## config.mk

```make
export PLATFORM = sky130hd
export DESIGN_NAME = integer_matrix_determinant
export DESIGN_NICKNAME = d
export VERILOG_FILES = /design/src/hw/rtl/idet_pkg.sv /design/src/hw/rtl/integer_matrix_determinant.sv /design/src/hw/rtl/idet_front.sv /design/src/hw/rtl/idet_jobq.sv /design/src/hw/rtl/idet_back.sv
export SDC_FILE = /design/constraint.sdc
export NUM_CORES = 2
export LEC_CHECK = 0
export BUFFER_PORTS_ARGS = -buffer_cell sky130_fd_sc_hd__buf_4
export CORE_MARGIN = 1
export CORE_UTILIZATION = 60
export CTS_BUF_LIST = sky130_fd_sc_hd__clkbuf_8 sky130_fd_sc_hd__clkbuf_16
export CTS_CLUSTER_SIZE = 28
export DETAILED_ROUTE_END_ITERATION = 10
export PLACE_DENSITY = 0.78
export REMOVE_ABC_BUFFERS = 1
export SETUP_SLACK_MARGIN = 0.4
export SKIP_LAST_GASP = 1
export SYNTH_ARGS = -nofsm -noshare
export SYNTH_HDL_FRONTEND = slang
export SYNTH_SLANG_ARGS = --single-unit
```

## constraint.sdc

```tcl
create_clock -name clk -period 8.28 [get_ports clk]
set_clock_uncertainty 0.05 [all_clocks]
set_input_delay 0.828 -clock clk [delete_from_list [all_inputs] [get_ports clk]]
set_output_delay 0.828 -clock clk [all_outputs]
set_load 0.03 [all_outputs]
```

## src/hw/rtl/idet_pkg.sv

```systemverilog
// idet_pkg: widths, handshake structs, permutation table and state type for the
// integer matrix determinant block. Used by every module under hw/rtl.
`timescale 1ns / 1ps

package idet_pkg;

    localparam int MAX_SIZE   = 4;
    localparam int ENTRY_W    = 16;
    localparam int SIZE_W     = 3;
    localparam int IDX_W      = $clog2(MAX_SIZE);
    localparam int DET_W      = 64;
    localparam int PAIR_W     = 2 * ENTRY_W;
    localparam int PROD_W     = 2 * PAIR_W;
    localparam int ACC_W      = 68;
    localparam int NUM_TERMS  = 24;
    localparam int TERM_W     = $clog2(NUM_TERMS);
    localparam int BANKS      = 2;
    localparam int BANK_W     = $clog2(BANKS);
    localparam int JOBQ_DEPTH = BANKS;
    localparam int JOBQ_PTR_W = $clog2(JOBQ_DEPTH);
    localparam int JOBQ_CNT_W = $clog2(JOBQ_DEPTH + 1);
    localparam int APB_ADDR_W = 3;
    localparam int APB_DATA_W = 32;

    localparam logic REG_MATRIX_SIZE = 1'b0;

    localparam logic signed [DET_W-1:0] DET_MAX = {1'b0, {(DET_W-1){1'b1}}};
    localparam logic signed [DET_W-1:0] DET_MIN = {1'b1, {(DET_W-1){1'b0}}};

    // column picked by each row, row 0 in the top two bits
    localparam logic [MAX_SIZE*IDX_W-1:0] PERM_TABLE [NUM_TERMS] = '{
        8'b00_01_10_11, 8'b00_01_11_10, 8'b00_10_01_11, 8'b00_10_11_01,
        8'b00_11_01_10, 8'b00_11_10_01, 8'b01_00_10_11, 8'b01_00_11_10,
        8'b01_10_00_11, 8'b01_10_11_00, 8'b01_11_00_10, 8'b01_11_10_00,
        8'b10_00_01_11, 8'b10_00_11_01, 8'b10_01_00_11, 8'b10_01_11_00,
        8'b10_11_00_01, 8'b10_11_01_00, 8'b11_00_01_10, 8'b11_00_10_01,
        8'b11_01_00_10, 8'b11_01_10_00, 8'b11_10_00_01, 8'b11_10_01_00
    };

    // odd permutation flags, bit k for term k
    localparam logic [NUM_TERMS-1:0] PERM_ODD = 24'b0110_0110_0110_0110_0110_0110;

    typedef struct packed {
        logic                      en;
        logic [BANK_W-1:0]         bank;
        logic [IDX_W-1:0]          row;
        logic [IDX_W-1:0]          col;
        logic signed [ENTRY_W-1:0] data;
    } store_wr_t;

    typedef struct packed {
        logic [BANK_W-1:0] bank;
        logic [SIZE_W-1:0] size;
    } job_t;

    typedef enum logic [1:0] {
        BK_IDLE,
        BK_RUN,
        BK_DRAIN,
        BK_DONE
    } back_state_t;

    function automatic logic [IDX_W-1:0] perm_col(input logic [TERM_W-1:0] k, input int r);
        logic [MAX_SIZE*IDX_W-1:0] p;
        p = PERM_TABLE[k];
        return p[(MAX_SIZE-1-r)*IDX_W +: IDX_W];
    endfunction

    function automatic logic perm_odd(input logic [TERM_W-1:0] k);
        return PERM_ODD[k];
    endfunction

endpackage

```

## src/hw/rtl/integer_matrix_determinant.sv

```systemverilog
// integer_matrix_determinant: top level with the size register on the APB port,
// front loader, job queue and term engine. Depends on idet_pkg and its modules.
//
//   channel  | signals                                   | carries
//   ---------+-------------------------------------------+---------------------------
//   input    | in_valid, in_ready, entry_value           | one matrix entry, row-major
//   output   | out_valid, out_ready, det_value, det_sat. | determinant of one matrix
//   config   | psel, penable, pwrite, paddr, pwdata, ... | matrix_size at address 0
//
// entries load one per cycle into one of two banks while the other is evaluated
// the term engine sums all 24 signed 4x4 permutation products (smaller sizes are
// padded with identity), one term issued per cycle
// in_ready drops with both banks full
// out_ready low holds the result word; the engine waits only at its final write-back
// reset clears control state and sets matrix_size to 4
`timescale 1ns / 1ps

module integer_matrix_determinant (
    input  logic                                  clk,
    input  logic                                  rst_n,
    input  logic                                  in_valid,
    output logic                                  in_ready,
    input  logic signed [idet_pkg::ENTRY_W-1:0]   entry_value,
    output logic                                  out_valid,
    input  logic                                  out_ready,
    output logic signed [idet_pkg::DET_W-1:0]     det_value,
    output logic                                  det_saturated,
    input  logic                                  psel,
    input  logic                                  penable,
    input  logic                                  pwrite,
    input  logic [idet_pkg::APB_ADDR_W-1:0]       paddr,
    input  logic [idet_pkg::APB_DATA_W-1:0]       pwdata,
    output logic [idet_pkg::APB_DATA_W-1:0]       prdata,
    output logic                                  pready
);

    logic [idet_pkg::SIZE_W-1:0] size_reg, size_next;
    logic [idet_pkg::SIZE_W-1:0] eff_size;
    logic                        reg_sel;
    logic                        size_wr;

    logic                q_full;
    logic                push;
    idet_pkg::job_t      push_job;
    idet_pkg::store_wr_t store_wr;
    logic                pop;
    logic                head_valid;
    idet_pkg::job_t      head_job;

    assign pready  = 1'b1;
    assign reg_sel = (paddr[idet_pkg::APB_ADDR_W-1] == idet_pkg::REG_MATRIX_SIZE);
    assign size_wr = psel && penable && pwrite && pready && reg_sel;
    assign prdata  = reg_sel ? idet_pkg::APB_DATA_W'(size_reg) : '0;

    always_comb
    begin
        size_next = size_reg;
        if (size_wr)
            size_next = pwdata[idet_pkg::SIZE_W-1:0];
    end

    always_ff @(posedge clk or negedge rst_n)
    begin
        if (!rst_n)
            size_reg <= idet_pkg::SIZE_W'(idet_pkg::MAX_SIZE);
        else
            size_reg <= size_next;
    end

    always_comb
    begin
        if (size_reg == '0)
            eff_size = idet_pkg::SIZE_W'(1);
        else if (size_reg > idet_pkg::SIZE_W'(idet_pkg::MAX_SIZE))
            eff_size = idet_pkg::SIZE_W'(idet_pkg::MAX_SIZE);
        else
            eff_size = size_reg;
    end

    idet_front u_front (
        .clk         (clk),
        .rst_n       (rst_n),
        .in_valid    (in_valid),
        .in_ready    (in_ready),
        .entry_value (entry_value),
        .eff_size    (eff_size),
        .load_clear  (size_wr),
        .q_full      (q_full),
        .push        (push),
        .push_job    (push_job),
        .store_wr    (store_wr)
    );

    idet_jobq u_jobq (
        .clk        (clk),
        .rst_n      (rst_n),
        .push       (push),
        .push_job   (push_job),
        .full       (q_full),
        .pop        (pop),
        .head_valid (head_valid),
        .head_job   (head_job)
    );

    idet_back u_back (
        .clk           (clk),
        .rst_n         (rst_n),
        .store_wr      (store_wr),
        .head_valid    (head_valid),
        .head_job      (head_job),
        .pop           (pop),
        .out_valid     (out_valid),
        .out_ready     (out_ready),
        .det_value     (det_value),
        .det_saturated (det_saturated)
    );

endmodule

```

## src/hw/rtl/idet_front.sv

```systemverilog
// idet_front: accepts entry words, tracks row and column, writes the matrix
// bank and hands a job to the queue with the last entry. Depends on idet_pkg.
`timescale 1ns / 1ps

module idet_front (
    input  logic                               clk,
    input  logic                               rst_n,
    input  logic                               in_valid,
    output logic                               in_ready,
    input  logic signed [idet_pkg::ENTRY_W-1:0] entry_value,
    input  logic [idet_pkg::SIZE_W-1:0]        eff_size,
    input  logic                               load_clear,
    input  logic                               q_full,
    output logic                               push,
    output idet_pkg::job_t                     push_job,
    output idet_pkg::store_wr_t                store_wr
);

    logic [idet_pkg::IDX_W-1:0]  row_reg, row_next;
    logic [idet_pkg::IDX_W-1:0]  col_reg, col_next;
    logic [idet_pkg::BANK_W-1:0] bank_reg, bank_next;
    logic [idet_pkg::IDX_W-1:0]  last_idx;
    logic                        accept;
    logic                        last_row;
    logic                        last_col;

    assign in_ready = !q_full;
    assign accept   = in_valid && in_ready;
    assign last_idx = idet_pkg::IDX_W'(eff_size - idet_pkg::SIZE_W'(1));
    assign last_row = (row_reg == last_idx);
    assign last_col = (col_reg == last_idx);

    always_comb
    begin
        row_next  = row_reg;
        col_next  = col_reg;
        bank_next = bank_reg;
        if (load_clear)
        begin
            row_next = '0;
            col_next = '0;
        end
        else if (accept)
        begin
            if (last_col)
            begin
                col_next = '0;
                if (last_row)
                begin
                    row_next  = '0;
                    bank_next = bank_reg + idet_pkg::BANK_W'(1);
                end
                else
                begin
                    row_next = row_reg + idet_pkg::IDX_W'(1);
                end
            end
            else
            begin
                col_next = col_reg + idet_pkg::IDX_W'(1);
            end
        end
    end

    always_ff @(posedge clk or negedge rst_n)
    begin
        if (!rst_n)
        begin
            row_reg  <= '0;
            col_reg  <= '0;
            bank_reg <= '0;
        end
        else
        begin
            row_reg  <= row_next;
            col_reg  <= col_next;
            bank_reg <= bank_next;
        end
    end

    assign push          = accept && last_row && last_col;
    assign push_job.bank = bank_reg;
    assign push_job.size = eff_size;

    assign store_wr.en   = accept;
    assign store_wr.bank = bank_reg;
    assign store_wr.row  = row_reg;
    assign store_wr.col  = col_reg;
    assign store_wr.data = entry_value;

endmodule

```

## src/hw/rtl/idet_jobq.sv

```systemverilog
// idet_jobq: short queue of loaded-matrix jobs between front and back;
// full means every bank holds a matrix. Depends on idet_pkg.
`timescale 1ns / 1ps

module idet_jobq (
    input  logic           clk,
    input  logic           rst_n,
    input  logic           push,
    input  idet_pkg::job_t push_job,
    output logic           full,
    input  logic           pop,
    output logic           head_valid,
    output idet_pkg::job_t head_job
);

    idet_pkg::job_t job_mem [idet_pkg::JOBQ_DEPTH];

    logic [idet_pkg::JOBQ_PTR_W-1:0] wr_ptr_reg, wr_ptr_next;
    logic [idet_pkg::JOBQ_PTR_W-1:0] rd_ptr_reg, rd_ptr_next;
    logic [idet_pkg::JOBQ_CNT_W-1:0] count_reg, count_next;
    logic                            do_push;
    logic                            do_pop;

    assign full       = (count_reg == idet_pkg::JOBQ_CNT_W'(idet_pkg::JOBQ_DEPTH));
    assign head_valid = (count_reg != '0);
    assign head_job   = job_mem[rd_ptr_reg];
    assign do_push    = push && !full;
    assign do_pop     = pop && head_valid;

    always_comb
    begin
        wr_ptr_next = wr_ptr_reg;
        rd_ptr_next = rd_ptr_reg;
        count_next  = count_reg;
        if (do_push)
        begin
            if (wr_ptr_reg == idet_pkg::JOBQ_PTR_W'(idet_pkg::JOBQ_DEPTH - 1))
                wr_ptr_next = '0;
            else
                wr_ptr_next = wr_ptr_reg + idet_pkg::JOBQ_PTR_W'(1);
        end
        if (do_pop)
        begin
            if (rd_ptr_reg == idet_pkg::JOBQ_PTR_W'(idet_pkg::JOBQ_DEPTH - 1))
                rd_ptr_next = '0;
            else
                rd_ptr_next = rd_ptr_reg + idet_pkg::JOBQ_PTR_W'(1);
        end
        if (do_push && !do_pop)
            count_next = count_reg + idet_pkg::JOBQ_CNT_W'(1);
        else if (do_pop && !do_push)
            count_next = count_reg - idet_pkg::JOBQ_CNT_W'(1);
    end

    always_ff @(posedge clk)
    begin
        if (do_push)
            job_mem[wr_ptr_reg] <= push_job;
    end

    always_ff @(posedge clk or negedge rst_n)
    begin
        if (!rst_n)
        begin
            wr_ptr_reg <= '0;
            rd_ptr_reg <= '0;
            count_reg  <= '0;
        end
        else
        begin
            wr_ptr_reg <= wr_ptr_next;
            rd_ptr_reg <= rd_ptr_next;
            count_reg  <= count_next;
        end
    end

endmodule

```

## src/hw/rtl/idet_back.sv

```systemverilog
// idet_back: matrix banks and the permutation-term engine: read, pair multiply,
// product, accumulate, saturate into the output register. Depends on idet_pkg.
`timescale 1ns / 1ps

module idet_back (
    input  logic                             clk,
    input  logic                             rst_n,
    input  idet_pkg::store_wr_t              store_wr,
    input  logic                             head_valid,
    input  idet_pkg::job_t                   head_job,
    output logic                             pop,
    output logic                             out_valid,
    input  logic                             out_ready,
    output logic signed [idet_pkg::DET_W-1:0] det_value,
    output logic                             det_saturated
);

    logic signed [idet_pkg::ENTRY_W-1:0]
        store_mem [idet_pkg::BANKS][idet_pkg::MAX_SIZE][idet_pkg::MAX_SIZE];

    idet_pkg::back_state_t state_reg, state_next;

    logic [idet_pkg::TERM_W-1:0] term_reg, term_next;
    logic                        start;
    logic                        issue;
    logic                        last_term;
    logic                        load_out;

    logic [idet_pkg::IDX_W-1:0]          rd_col  [idet_pkg::MAX_SIZE];
    logic signed [idet_pkg::ENTRY_W-1:0] rd_next [idet_pkg::MAX_SIZE];
    logic signed [idet_pkg::ENTRY_W-1:0] rd_reg  [idet_pkg::MAX_SIZE];

    logic                               va_reg, vb_reg, vc_reg;
    logic                               odd_a_reg, odd_b_reg, odd_c_reg;
    logic signed [idet_pkg::PAIR_W-1:0] p01_reg, p23_reg;
    logic signed [idet_pkg::PROD_W-1:0] prod_reg;
    logic signed [idet_pkg::ACC_W-1:0]  acc_reg, acc_next;
    logic signed [idet_pkg::ACC_W-1:0]  term_ext;

    logic                               out_valid_reg, out_valid_next;
    logic signed [idet_pkg::DET_W-1:0]  det_value_reg;
    logic                               det_sat_reg;
    logic [idet_pkg::ACC_W-idet_pkg::DET_W:0] acc_top;
    logic                               fits;

    // matrix banks
    always_ff @(posedge clk)
    begin
        if (store_wr.en)
            store_mem[store_wr.bank][store_wr.row][store_wr.col] <= store_wr.data;
    end

    // sequencer
    always_comb
    begin
        state_next = state_reg;
        case (state_reg)
            idet_pkg::BK_IDLE:
            begin
                if (head_valid)
                    state_next = idet_pkg::BK_RUN;
            end
            idet_pkg::BK_RUN:
            begin
                if (last_term)
                    state_next = idet_pkg::BK_DRAIN;
            end
            idet_pkg::BK_DRAIN:
            begin
                if (!(va_reg || vb_reg || vc_reg))
                    state_next = idet_pkg::BK_DONE;
            end
            idet_pkg::BK_DONE:
            begin
                if (load_out)
                    state_next = idet_pkg::BK_IDLE;
            end
            default:
            begin
                state_next = idet_pkg::BK_IDLE;
            end
        endcase
    end

    assign last_term = (term_reg == idet_pkg::TERM_W'(idet_pkg::NUM_TERMS - 1));

    always_comb
    begin
        start    = 1'b0;
        issue    = 1'b0;
        load_out = 1'b0;
        case (state_reg)
            idet_pkg::BK_IDLE:
            begin
                start = head_valid;
            end
            idet_pkg::BK_RUN:
            begin
                issue = 1'b1;
            end
            idet_pkg::BK_DONE:
            begin
                load_out = !out_valid_reg || out_ready;
            end
            default:
            begin
                start = 1'b0;
            end
        endcase
    end

    assign pop = issue && last_term;

    always_comb
    begin
        term_next = term_reg;
        if (start || pop)
            term_next = '0;
        else if (issue)
            term_next = term_reg + idet_pkg::TERM_W'(1);
    end

    always_ff @(posedge clk or negedge rst_n)
    begin
        if (!rst_n)
        begin
            state_reg <= idet_pkg::BK_IDLE;
            term_reg  <= '0;
            va_reg    <= 1'b0;
            vb_reg    <= 1'b0;
            vc_reg    <= 1'b0;
        end
        else
        begin
            state_reg <= state_next;
            term_reg  <= term_next;
            va_reg    <= issue;
            vb_reg    <= va_reg;
            vc_reg    <= vb_reg;
        end
    end

    // entry read, identity outside the loaded size
    always_comb
    begin
        for (int r = 0; r < idet_pkg::MAX_SIZE; r++)
        begin
            rd_col[r] = idet_pkg::perm_col(term_reg, r);
            if ((idet_pkg::SIZE_W'(r) >= head_job.size) ||
                (idet_pkg::SIZE_W'(rd_col[r]) >= head_job.size))
            begin
                if (rd_col[r] == idet_pkg::IDX_W'(r))
                    rd_next[r] = idet_pkg::ENTRY_W'(1);
                else
                    rd_next[r] = '0;
            end
            else
            begin
                rd_next[r] = store_mem[head_job.bank][idet_pkg::IDX_W'(r)][rd_col[r]];
            end
        end
    end

    always_ff @(posedge clk)
    begin
        if (issue)
        begin
            for (int r = 0; r < idet_pkg::MAX_SIZE; r++)
                rd_reg[r] <= rd_next[r];
            odd_a_reg <= idet_pkg::perm_odd(term_reg);
        end
        p01_reg   <= idet_pkg::PAIR_W'(rd_reg[0]) * idet_pkg::PAIR_W'(rd_reg[1]);
        p23_reg   <= idet_pkg::PAIR_W'(rd_reg[2]) * idet_pkg::PAIR_W'(rd_reg[3]);
        odd_b_reg <= odd_a_reg;
        prod_reg  <= idet_pkg::PROD_W'(p01_reg) * idet_pkg::PROD_W'(p23_reg);
        odd_c_reg <= odd_b_reg;
    end

    // signed accumulate
    assign term_ext = idet_pkg::ACC_W'(prod_reg);

    always_comb
    begin
        acc_next = acc_reg;
        if (start)
            acc_next = '0;
        else if (vc_reg)
        begin
            if (odd_c_reg)
                acc_next = acc_reg - term_ext;
            else
                acc_next = acc_reg + term_ext;
        end
    end

    always_ff @(posedge clk)
    begin
        acc_reg <= acc_next;
    end

    // saturation and output register
    assign acc_top = acc_reg[idet_pkg::ACC_W-1:idet_pkg::DET_W-1];
    assign fits    = (&acc_top) || !(|acc_top);

    always_comb
    begin
        out_valid_next = out_valid_reg;
        if (load_out)
            out_valid_next = 1'b1;
        else if (out_ready)
            out_valid_next = 1'b0;
    end

    always_ff @(posedge clk or negedge rst_n)
    begin
        if (!rst_n)
            out_valid_reg <= 1'b0;
        else
            out_valid_reg <= out_valid_next;
    end

    always_ff @(posedge clk)
    begin
        if (load_out)
        begin
            det_sat_reg <= !fits;
            if (fits)
                det_value_reg <= acc_reg[idet_pkg::DET_W-1:0];
            else if (acc_reg[idet_pkg::ACC_W-1])
                det_value_reg <= idet_pkg::DET_MIN;
            else
                det_value_reg <= idet_pkg::DET_MAX;
        end
    end

    assign out_valid     = out_valid_reg;
    assign det_value     = det_value_reg;
    assign det_saturated = det_sat_reg;

endmodule

```

==> results.cfg <==
[floorplanning]
floorplan.initialDensity_pct = 60.9
die_w_um = 242
num_io_pins = 158
coreArea_um2 = 56500
rows = 87
die_area_um2 = 58300
fp.dieH_um = 242

[clock_tree]
cts_hold_buffers = 0
htree_levels = 2
cts_resized = 0
clk_latency_ps = 640
path_clk_slew_ps = 70
post_cts.repair.setup_buffers = 0
cts_inserted_buffers = 53
clock-sinks = 522
cts_buffer_depth = 3
cts_tree = done
cts_root_buf = clkbuf_16

[layout]
fin_area_um2 = 37500
fillers = 4163
area_growth_pct = 8.97
final_nets = 3740
layout-drive-gt1-share_pct = 8.37
instances_no_fill = 4043
final_cell_mix = 401 x inv_1, 364 x edfxtp_1, 342 x nand2_1
diodes = 0
mostFrequentLayoutCell = inv_1
largest_register_ffs = 256

[routing]
wl_mm = 76.5
drc = 0
viasPerCell = 5.83
drtAntennaViolNets = 0
drtIter0Drc = 1822
dr.pass1.iters = 5
wl_per_cell_um = 18.9
num_vias = 23582

[critical_path]
critPathKind = flop to flop
r2r.worst_path.cells = 20
required_ps = 8750
r2r-end = u_back.p01_reg[31]
cp_max_fo = 16
r2r_start = u_back.rd_reg[1][1]
rrSetupSlack_ps = 1130
endpoint_kind = flop
cp.arrival_ps = 7610
start_kind = flop

[placement]
dp.cells = 3945
hpwlAfterDp_mm = 54.2
gp_congestion = 0.917
io_buffers = 96
placed_area_um2 = 35600

[global_route]
grt_usage_pct = 26.7
grt_first_pass_wirelength_mm = 125
grt_max_degree = 66
grt_pass1_vias = 24122
antenna_found_initial = 0
overflow = 0

[synth]
syn-cell-area_um2 = 34400
ys_ff_latch = 522
seq_area_frac_synth_pct = 41.3
synth_cell_types = 83
synth_top_flop_cell = edfxtp_1
ys_top_cells_by_area = edfxtp_1 32%, fa_1 15%, dfxtp_1 7.9%
syn_avg_cell_area_um2 = 10.7
yosysTopAreaCellShare_pct = 31.8
yosys.area.top_type = edfxtp_1
async_flop_share_pct = 4.41
synth_edf_count = 364
yosysWarnings = 0
netlist_instances = 3228

[flow_run]
maxCapViolCount = 0

[sta]
rsz0062_at_grt = no
final_hold_viol_count = 0
slew_headroom_pct = 18.2
worstMarginPinSlew_ps = 1230
finalMaxSlewViolations = 0
setup_viol = 0
period_minus_slack_ps = 7150
final.period_utilization_pct = 86.3
totalNegativeSetupSlack_ps = 0
fmax_mhz = 140

[run_status]
outcome = finished clean

[hold_path]
hp-class = primary input to async pin
==> cell usage after synthesis, types with 9 or more instances <==
| cell | n |
|---|---|
| buf_1 | 17 |
| a21o_1 | 46 |
| nand3b_1 | 9 |
| clkbuf_1 | 129 |
| o21bai_1 | 19 |
| buf_4 | 30 |
| nand4_1 | 22 |
| o221ai_1 | 27 |
| o21a_1 | 64 |
| nand2b_1 | 19 |
| nand2_1 | 343 |
| edfxtp_1 | 364 |
| a31oi_1 | 35 |
| nor3b_1 | 9 |
| fa_1 | 263 |
| ha_1 | 175 |
| nor2b_1 | 21 |
| xor2_1 | 36 |
| nor3_1 | 34 |
| xnor2_1 | 94 |
| nand3_1 | 35 |
| mux2i_1 | 48 |
| a311oi_1 | 14 |
| o31ai_1 | 9 |
| a21oi_1 | 175 |
| nor2_1 | 184 |
| a211oi_1 | 15 |
| and2_1 | 167 |
| mux4_2 | 32 |
| and3_1 | 27 |
| dfrtp_1 | 22 |
| o211ai_1 | 10 |
| dfxtp_1 | 135 |
| o21ai_0 | 88 |
| inv_1 | 397 |
==> how the worst max path moves through the flow <==
stage | endpoint | start | slack, ps
after global routing | u_back.p01_reg[31] | u_back.rd_reg[1][1] | 420
after global placement | u_back.p01_reg[31] | u_back.rd_reg[1][1] | 1230
after CTS | u_back.p01_reg[31] | u_back.rd_reg[1][1] | 1130
after detailed placement | u_back.p01_reg[31] | u_back.rd_reg[1][1] | 1140
after floorplan | u_back.p01_reg[31] | u_back.rd_reg[0][15] | 1840
final | u_back.p01_reg[31] | u_back.rd_reg[1][1] | 1130
==> cells by family (layout without fill, tap and decap cells) <==
family	Yosys count	count (layout)	share of synthesized area, %
muxes	85	85	3.65
buffers and inverters	577	608	6.63
DFF	522	522	41.3
xor gates and xnor gates	130	130	3.31
AOI/OAI and AO/OA	558	558	10.5
adders and majority gates	438	438	21.7
other	2	30	0.0218
and+or+nand+nor	916	916	12.9
==> layout make-up <==
cell class	count	area [µm²]	share of cell area, %
well taps	756	946	2.52
clock inverters	43	515	1.37
repair buffers	112	841	2.24
inverters	398	1490	3.98
multi-input cells	2157	18100	48.3
clock buffers	55	1370	3.64
flip-flops and latches	522	14200	37.9
==> through the flow <==
step	util [%]	worst slack, ps	hold slack [ps]
floorplan	-	1840	260
global placement	63.1	1230	265
detailed placement	63.1	1140	276
CTS	66.4	1130	23.3
global route	66.4	422	31.0
finish	66.4	1130	35.3
==> routing by layer <==
| metal | track usage, % | vias to the layer above | share of wire (%) |
|---|---|---|---|
| li1 | - | 10925 | - |
| met1 | 34.1 | 11633 | 41 |
| met2 | 45.9 | 868 | 49 |
| met3 | 4.18 | 156 | 6.4 |
| met4 | 9.74 | 0 | 3.3 |
| met5 | 0 | - | 0 |
==> critical path, stage by stage (launching register included) <==
cell	delay [ps]
edfxtp_1	750
nand2_1	200
inv_1	170
fa_1	430
inv_1	260
fa_1	500
fa_1	530
fa_1	450
fa_1	520
fa_1	540
inv_1	40
ha_1	350
a211o_1	340
a2111oi_0	360
a21oi_1	200
a21o_1	240
a41o_1	260
o41ai_1	410
o21bai_1	110
a21oi_1	190
xnor2_1	80
Power is left out: the tool's default activity adds up to more than one toggle a clock period on the data nets, which glitch-free logic cannot reach.
